**src/rtl/ccrc_pkg.sv**
```systemverilog
package ccrc_pkg;

   // Default voxel grid limit per axis.
   localparam int MAX_VOXELS_PER_AXIS = 16;

   // Width of a voxel count register.
   localparam int CFG_W = 5;
   // Width of a cell coordinate or a cell grid side (at most 2*31+1).
   localparam int CW = 6;
   // Width of the product of two sides.
   localparam int S12_W = 2 * CW;
   // Smallest internal cell id width: covers the largest grid the registers allow.
   localparam int ID_W_MIN = 18;
   // Width of the external cell id fields.
   localparam int EXT_ID_W = 16;

   typedef enum logic [1:0] {
      REQ_LOAD  = 2'd0,
      REQ_MOVE  = 2'd1,
      REQ_CLEAR = 2'd2,
      REQ_NONE  = 2'd3
   } req_kind_type;

   typedef enum logic [2:0] {
      STS_OK           = 3'd0,
      STS_MISSING      = 3'd1,
      STS_NONINCIDENT  = 3'd2,
      STS_CODIM        = 3'd3,
      STS_NOT_FREE     = 3'd4,
      STS_PARENT_COUNT = 3'd5,
      STS_NOT_MAXIMAL  = 3'd6,
      STS_RANGE        = 3'd7
   } status_type;

   localparam logic [1:0] CSR_VOXELS_X = 2'd0;
   localparam logic [1:0] CSR_VOXELS_Y = 2'd1;
   localparam logic [1:0] CSR_VOXELS_Z = 2'd2;

   typedef enum logic [4:0] {
      S_CLEAR,
      S_IDLE,
      S_SETUP,
      S_SETUP2,
      S_DISPATCH,
      S_LB1,
      S_LB2,
      S_LB3,
      S_LWRITE,
      S_RDF,
      S_RDP,
      S_CHKP,
      S_DIVGO,
      S_DIVWAIT,
      S_GEO,
      S_NADDR,
      S_NDATA,
      S_WRF,
      S_WRP
   } fsm_type;

endpackage

```
**src/rtl/ccrc_div.sv**
```systemverilog
module ccrc_div #(
   parameter int IDW = ccrc_pkg::ID_W_MIN
) (
   input  logic                    clock,
   input  logic                    reset,
   input  logic                    go,
   input  logic [IDW-1:0]          dividend,
   input  logic [ccrc_pkg::CW-1:0] divisor,
   output logic                    done,
   output logic [IDW-1:0]          quotient,
   output logic [ccrc_pkg::CW-1:0] remainder
);

   localparam int CNT_W = $clog2(IDW + 1);

   logic [IDW-1:0]          quo_ff, quo_in;
   logic [ccrc_pkg::CW-1:0] rem_ff, rem_in;
   logic [ccrc_pkg::CW-1:0] dsr_ff, dsr_in;
   logic [CNT_W-1:0]        cnt_ff, cnt_in;
   logic                    run_ff, run_in;
   logic                    done_ff, done_in;
   logic [ccrc_pkg::CW:0]   trial;

   // One quotient bit per cycle, restoring form.
   always_comb begin
      quo_in  = quo_ff;
      rem_in  = rem_ff;
      dsr_in  = dsr_ff;
      cnt_in  = cnt_ff;
      run_in  = run_ff;
      done_in = 1'b0;
      trial   = {rem_ff, quo_ff[IDW-1]};
      if (go) begin
         quo_in = dividend;
         rem_in = '0;
         dsr_in = divisor;
         cnt_in = '0;
         run_in = 1'b1;
      end else if (run_ff) begin
         if (trial >= {1'b0, dsr_ff}) begin
            rem_in = ccrc_pkg::CW'(trial - {1'b0, dsr_ff});
            quo_in = {quo_ff[IDW-2:0], 1'b1};
         end else begin
            rem_in = trial[ccrc_pkg::CW-1:0];
            quo_in = {quo_ff[IDW-2:0], 1'b0};
         end
         cnt_in = cnt_ff + 1'b1;
         if (cnt_ff == CNT_W'(IDW - 1)) begin
            run_in  = 1'b0;
            done_in = 1'b1;
         end
      end
   end

   always_ff @(posedge clock) begin
      if (reset) begin
         run_ff  <= 1'b0;
         done_ff <= 1'b0;
         cnt_ff  <= '0;
      end else begin
         run_ff  <= run_in;
         done_ff <= done_in;
         cnt_ff  <= cnt_in;
      end
      quo_ff <= quo_in;
      rem_ff <= rem_in;
      dsr_ff <= dsr_in;
   end

   assign done      = done_ff;
   assign quotient  = quo_ff;
   assign remainder = rem_ff;

endmodule

```
**config.mk**
```make
export PLATFORM = sky130hd
export DESIGN_NAME = ccrc_div
export DESIGN_NICKNAME = d
export VERILOG_FILES = /design/src/rtl/ccrc_pkg.sv /design/src/rtl/ccrc_div.sv
export SDC_FILE = /design/constraint.sdc
export NUM_CORES = 1
export LEC_CHECK = 0
export BUFFER_PORTS_ARGS = -buffer_cell sky130_fd_sc_hd__buf_2
export CAP_MARGIN = 20
export CORE_MARGIN = 5
export CORE_UTILIZATION = 51
export DETAILED_ROUTE_END_ITERATION = 10
export PLACE_DENSITY = 0.79
export SLEW_MARGIN = 15
export SYNTH_ARGS = -nofsm -noshare
export SYNTH_HDL_FRONTEND = slang
export SYNTH_SLANG_ARGS = --single-unit
```
**constraint.sdc**
```tcl
create_clock -name clock -period 2.3 [get_ports clock]
set_input_delay 0.115 -clock clock [delete_from_list [all_inputs] [get_ports clock]]
set_output_delay 0.115 -clock clock [all_outputs]
set_load 0.02 [all_outputs]
```
==> results.ini, run 1 <==
[layout]
final_core_util = 0.6704
final_nets = 248
syn_to_final_growth_pct = 25.16
fillers = 260
multi_input_area_um2 = 755.7
diodes = 0
fin_area_um2 = 2272
seqCellArea_um2 = 980.9
drive_gt1_frac = 0.3868

[global_routing]
grt_pass1_vias = 1367
grt_overflow_total = 0
grt_pass1_wl_um = 5954
grt_max_degree = 21
grt_util_all_layers = 0.1536
antenna_found_initial = 0

[timing]
min_period_over_period = 0.9099
final.setup.tns_ns = 0
holdWs_ns = 0.06955
worst_pin_slew_ns = 0.3925
finalHoldViolations = 0
setup_violations = 0
rsz0062_at_grt = no
drv_slew = 0
max_freq_mhz = 477.8
clock_skew_ns = 0.004645
post-route-min-period_ns = 2.093
slew_headroom = 0.7384

[cts]
clock_path_buffers = 2
clk_latency_ns = 0.34
cts_sinks = 37
post_cts_buffers = 0
cts_buffers = 5
path_clk_slew_ns = 0.11
cts_resized = 0
root_buffer = clkbuf_4
hold_buffers = 7
htree_levels = 2
cts_tree = yes

[power_and_ir_drop]
leakagePower_nw = 0.9889
ir_worst_vdd_v = 0.0004785
power.density_nw_per_um2 = 733.6

[die]
ios = 52
rows = 21
initial_core_util = 0.5356
core_area_um2 = 3390
dieWidth_um = 69.67
die-height_um = 69.67
dieArea_um2 = 4853

[route]
drc = 0
wire_per_inst_um = 13.98
vias = 1323
viasPerCell = 5.128
drt_pass1_iterations = 4
ant_nets = 0
drtIter0Drc = 48
drt-total-wl_um = 3608

[run_status]
status = finished clean

[synth]
synth_fa_ha_area_frac = 0.07305
synth_top_family_by_area = multiplexers
yosysSeqAreaShare = 0.5403
syn-num-nets = 187
yosys_warnings = 0
synth_xor_area_frac = 0.03377
synthCells = 150
synth_area_um2 = 1815
yosys.area.top_type = edfxtp_1
syn_area_per_cell_um2 = 12.10
synth_compound_area_frac = 0.07994
synth.area.top_cells = edfxtp_1 40%, dfxtp_1 14%, mux2_2 12%, ha_1 6.2%, nor2_1 3.1%
ys_ff_latch = 37
synthDistinctLibCells = 34
synth_mux_area_frac = 0.1399
synthSimpleGateAreaFrac = 0.08959
synth_top_area_share = 0.3970

[hold_path]
whs_endpoint = quotient[15]
hold_depth = 2
hold_start = dividend[15]
hp-class = in2reg

[setup_path]
rrSetupSlack_ns = 0.21
r2r-end = quotient[0]
critPathArrivalTime_ns = 2.20
crit_path_start_kind = flip-flop
r2r-start = remainder[3]
worstPathRequired_ns = 2.40
worstPathMaxFanout = 9
rr_worst_depth = 5
end_kind = flip-flop
critical_path_class = reg2reg

[place]
dp_hpwl_um = 2704
gp_congestion = 0.8333
postPlaceCellArea_um2 = 2117
port_buffers = 51

[job]
maxCapViolations = 0

[synth_stat cells]
cell / count
nand4_1: 2
dfxtp_1: 13
a21oi_1: 5
mux2_2: 19
nand4bb_1: 1
nand2b_1: 2
nor2_1: 15
o21ai_0: 4
o21a_1: 1
nand2_1: 4
a211oi_2: 1
clkbuf_1: 4
a211o_1: 1
fa_1: 1
nor3_1: 3
xnor2_1: 2
nor2b_1: 2
nand4b_1: 1
xor2_1: 5
nand3_1: 1
a22oi_1: 1
ha_1: 9
nor3b_1: 1
a41o_1: 1
or2_2: 1
o31ai_1: 1
a21o_1: 1
mux2i_1: 4
buf_1: 2
edfxtp_1: 24
buf_6: 1
inv_1: 12
o311ai_0: 1
a211oi_1: 4
[critical path: stages (launching register included)]
cell     delay, ns
dfxtp_1       0.36
ha_1          0.37
a21o_1        0.18
a211o_1       0.29
a41o_1        0.34
mux2_2        0.32
[power by group]
part | internal, mW | total [mW] | switching (mW)
Sequential | 0.776 | 0.812 | 0.0357
Combinational | 0.169 | 0.382 | 0.213
Clock | 0.260 | 0.473 | 0.213
Total | 1.20 | 1.67 | 0.462
[worst max path at each step]
stage / startpoint / endpoint / slack [ns] / cells past startpoint
after floorplan: remainder[3] / quotient[0] / 0.24 / 6
after global placement: dsr_ff[4] / quotient[0] / 0.30 / 6
after detailed placement: remainder[3] / quotient[0] / 0.20 / 5
after CTS: remainder[3] / quotient[0] / 0.20 / 5
after global routing: dsr_ff[4] / quotient[0] / 0.14 / 6
final: remainder[3] / quotient[0] / 0.21 / 5
[registers in the layout (all words and copies together) (netlist names)]
| signal | cells |
|---|---|
| cnt_ff | 5 |
| run_ff | 1 |
| dsr_ff | 6 |
| done | 1 |
| remainder | 6 |
| quotient | 18 |
[layer usage]
layer,track usage,wire length [um],vias to the layer above
met2,0.2733,1826,43
li1,-,-,657
met1,0.1627,1485,614
met4,0.08085,56,0
met3,0.04493,240,9
met5,0,0,-
[through the flow]
| stage | total power [mW] | instances | setup WS (ns) |
|---|---|---|---|
| floorplan | 1.090 | 150 | 0.2435 |
| global placement | 1.179 | 243 | 0.3001 |
| detailed placement | 1.200 | 243 | 0.2017 |
| CTS | 1.679 | 258 | 0.1996 |
| global route | 1.750 | 258 | 0.1409 |
| finish | 1.667 | 258 | 0.2071 |
[layout by cell type (no fill, tap or decap), drive strengths merged, types with 7 or more instances in the layout]
cell type	n
dfxtp	13
mux2	19
edfxtp	24
inv	12
clkbuf	7
ha	9
dlygate4sd3	7
nor2	15
buf	54
[layout make-up]
cell class,count,share of cell area
clock buffers,7,0.02423
multi-input cells,94,0.3326
flip-flops and latches,37,0.4317
repair buffers,61,0.1531
inverters,12,0.01982
clock inverters,1,0.01322
well taps,46,0.02533
[cell families after synthesis]
| group | Yosys count |
|---|---|
| multiplexers | 23 |
| adder cells (fa/ha/maj) | 10 |
| XOR/XNOR | 7 |
| AND/OR/NAND/NOR | 33 |
| buffers and inverters | 19 |
| flip-flops | 37 |
| AO/OA/AOI/OAI | 21 |
No activity file was read; power rests on OpenSTA's default activity.
==> run 2: changes to the inputs <==
--- a/config.mk
+++ b/config.mk
@@ -5,12 +5,12 @@
 export SDC_FILE = /design/constraint.sdc
 export NUM_CORES = 1
 export LEC_CHECK = 0
-export BUFFER_PORTS_ARGS = -buffer_cell sky130_fd_sc_hd__buf_2
 export CAP_MARGIN = 20
 export CORE_MARGIN = 5
-export CORE_UTILIZATION = 51
+export CORE_UTILIZATION = 54
 export DETAILED_ROUTE_END_ITERATION = 10
-export PLACE_DENSITY = 0.79
+export DONT_BUFFER_PORTS = 1
+export PLACE_DENSITY = 0.72
 export SLEW_MARGIN = 15
 export SYNTH_ARGS = -nofsm -noshare
 export SYNTH_HDL_FRONTEND = slang
==> constraint.sdc (replaced) <==
create_clock -name clock -period 1.7 [get_ports clock]
set_input_delay 0.085 -clock clock [delete_from_list [all_inputs] [get_ports clock]]
set_output_delay 0.085 -clock clock [all_outputs]
set_load 0.02 [all_outputs]
==> run 2 against run 1 <==
Net effect:
- the run now ends with negative setup slack left
- highest routed layer unchanged
- clock-buffer cell count shrank 2
- fmax up 9.7%
- sequential cell count is the same
- sequential share of layout area down 2.4 points
- register-to-register slack lost 0.41 ns
- clock skew grew 0.0024 ns
- core utilization increased by 6.6 points
- final area up 6.4%
- die area fell by 4.8%
==> results.ini, run 2 (synthesis results as in run 1) <==
[timing]
clock_skew_ns = 0.007092  ; was 0.004645 ns
worst_slack_ns = -0.2078  ; was 0.2071 ns
slew_headroom = 0.7786  ; was 0.7384
max_freq_mhz = 524.2  ; was 477.8 MHz
worst_pin_slew_ns = 0.3312  ; was 0.3925 ns
drv_slew = 0  ; unchanged
rsz0062_at_grt = yes  ; was no
min_period_over_period = 1.122  ; was 0.9099
finalHoldViolations = 0  ; unchanged
post-route-min-period_ns = 1.908  ; was 2.093 ns
setup_violations = 7  ; was 0
holdWs_ns = 0.01561  ; was 0.06955 ns

[die]
ios = 52  ; unchanged
initial_core_util = 0.5528  ; was 0.5356
dieArea_um2 = 4621  ; was 4853 um2
rows = 21  ; unchanged
dieWidth_um = 67.98  ; was 69.67 um
core_area_um2 = 3284  ; was 3390 um2
die-height_um = 67.98  ; was 69.67 um

[cts]
path_clk_slew_ns = 0.11  ; about the same
cts_sinks = 37  ; unchanged
cts_buffers = 5  ; unchanged
clock_path_buffers = 2  ; unchanged
cts_tree = yes  ; unchanged
htree_levels = 2  ; unchanged
clk_latency_ns = 0.33  ; was 0.34 ns
root_buffer = clkbuf_4  ; unchanged

[setup_path]
cpMaxStageDelayCell = edfxtp_1  ; was ha_1
rrSetupSlack_ns = -0.21  ; was 0.21 ns
end_kind = flip-flop  ; unchanged
critPathArrivalTime_ns = 2.00  ; was 2.20 ns
critPathLaunch = dsr_ff[4]  ; was remainder[3]
worstPathMaxFanout = 5  ; was 9
r2r-end = quotient[0]  ; unchanged
r2r-start = dsr_ff[4]  ; was remainder[3]
worstPathRequired_ns = 1.79  ; was 2.40 ns
critical_path_class = reg2reg  ; unchanged
cpPeakStageDelay_ns = 0.39  ; was 0.37 ns
cp_cell_sequence = inv_2 -> ha_4 -> a21o_1 -> a211o_1 -> a41o_4 -> mux2_4  ; was ha_1 -> a21o_1 -> a211o_1 -> a41o_1 -> mux2_2
cp-endpoint = quotient[0]  ; unchanged
crit_path_start_kind = flip-flop  ; unchanged
rr_worst_depth = 6  ; was 5

[global_routing]
grt_pass1_wl_um = 6341  ; was 5954 um
grt_overflow_total = 0  ; unchanged
grt_pass1_vias = 1338  ; was 1367
grt_max_degree = 33  ; was 21
grt_util_all_layers = 0.1864  ; was 0.1536
antenna_found_initial = 0  ; unchanged

[layout]
fillers = 229  ; was 260
drive_gt1_frac = 0.3300  ; was 0.3868
final_core_util = 0.7364  ; was 0.6704
fin_area_um2 = 2419  ; was 2272 um2
largest_reg_flops = 18  ; unchanged
final_cell_mix = 25 x dlygate4sd3_1, 24 x edfxtp_1, 21 x buf_4  ; was 51 x buf_2, 24 x edfxtp_1, 19 x mux2_2
syn_to_final_growth_pct = 33.22  ; was 25.16%
diodes = 0  ; unchanged
final_nets = 236  ; was 248
final_common_cell = dlygate4sd3_1  ; was buf_2

[place]
port_buffers = 0  ; was 51
gp_congestion = 0.8110  ; was 0.8333
post-place-ws_ns = -0.2722  ; was 0.2017 ns
postPlaceCellArea_um2 = 2033  ; was 2117 um2
dp_hpwl_um = 2563  ; was 2704 um

[route]
wl_met3_um = 244  ; was 240 um
drtIter0Drc = 76  ; was 48
vias = 1310  ; was 1323
ant_nets = 0  ; unchanged
drc = 0  ; unchanged
drt-total-wl_um = 3928  ; was 3608 um
routed.top_layer = met4  ; unchanged
wl_met1_um = 1588  ; was 1485 um
viasPerCell = 5.325  ; was 5.128
wl_met2_um = 2039  ; was 1826 um
drt_pass1_iterations = 4  ; unchanged
wire_per_inst_um = 15.97  ; was 13.98 um

[hold_path]
hold_start = go  ; was dividend[15]
hp-class = in2reg  ; unchanged

[power_and_ir_drop]
power.density_nw_per_um2 = 884.0  ; was 733.6 nW/um2
ir_worst_vdd_v = 0.0006558  ; was 0.0004785 V
combPwrFrac = 0.262  ; was 0.229
p_sw_uw = 637.1  ; was 462.2 uW
pwr-share-seq = 0.543  ; was 0.487
p_total_mw = 2.138  ; was 1.667 mW
power.share.clock = 0.194  ; was 0.284
sw_frac_of_total = 0.2980  ; was 0.2773
internal-power_mw = 1.501  ; was 1.205 mW
leakagePower_nw = 0.9647  ; was 0.9889 nW

[run_status]
status = finished with violations  ; was finished clean
violations = negative setup slack

[job]
maxCapViolations = 0  ; unchanged

## run 2: changes by cell type in the layout (fill, tap and decap cells not counted), moves of 3 or more
cell / previous run / this run
buf_2: 51 / 0
buf_4: 3 / 21
dlygate4sd3_1: 7 / 25
dfxtp_1: 13 / 10
ha_1: 9 / 6
## run 2: routing by layer
metal,vias up,global-route usage
li1,636,-
met1,623,0.2165
met2,45,0.3105
met3,6,0.06076
met4,0,0.08685
met5,-,0
## run 2: worst max-delay path: cells and delay by family (launching register included)
family,cells,cell delay (ns)
flops,1,0.39
fa+ha+maj,1,0.19
mux,1,0.25
compound gates,3,0.76
buf+inv,1,0.07
## run 2: power by group through the flow
stage | clock (mW) | combinational (mW) | sequential [mW]
after floorplan | 0 | 0.298 | 1.19
after global placement | 0 | 0.419 | 1.18
after detailed placement | 0 | 0.438 | 1.18
after CTS | 0.436 | 0.547 | 1.16
after global routing | 0.481 | 0.616 | 1.17
final | 0.415 | 0.561 | 1.16
## run 2: area by class of cell
class | instances | area [um2] | area share
clock buffer | 5 | 37.54 | 0.01552
clock inverter | 3 | 12.51 | 0.005173
inverter | 12 | 45.04 | 0.01862
multi-input combinational | 95 | 830.8 | 0.3435
sequential | 37 | 987.2 | 0.4082
tap | 46 | 57.56 | 0.02380
timing repair buffer | 48 | 447.9 | 0.1852
## run 2: through the flow
stage,std cells,setup TNS [ns]
after detailed placement,209,-1.325
after global placement,209,-1.049
after floorplan,150,-0.6037
after global routing,246,-1.304
final,246,-0.9176
after CTS,245,-1.004
## run 2: what timing repair did
| action | 4_1_cts | 5_1_grt |
|---|---|---|
| endpoints found under the hold margin | 43 | 0 |
| gates cloned | 1 | 0 |
| resized for setup | 8 | 2 |
| buffers inserted | 1 | 1 |
| pin swaps | 8 | 6 |
| endpoints found under the setup margin | 7 | 7 |
| hold buffers | 26 | 0 |
## run 2: worst min-delay path by stage
stage              endpoint  slack (ns)  cells after the start
2_1_floorplan        run_ff        0.16                      1
3_3_place_gp   remainder[5]        0.16                      1
3_5_place_dp   remainder[4]        0.16                      1
4_1_cts        remainder[0]       0.003                      3
5_1_grt        remainder[3]        0.01                      2
6_report       remainder[3]        0.02                      2
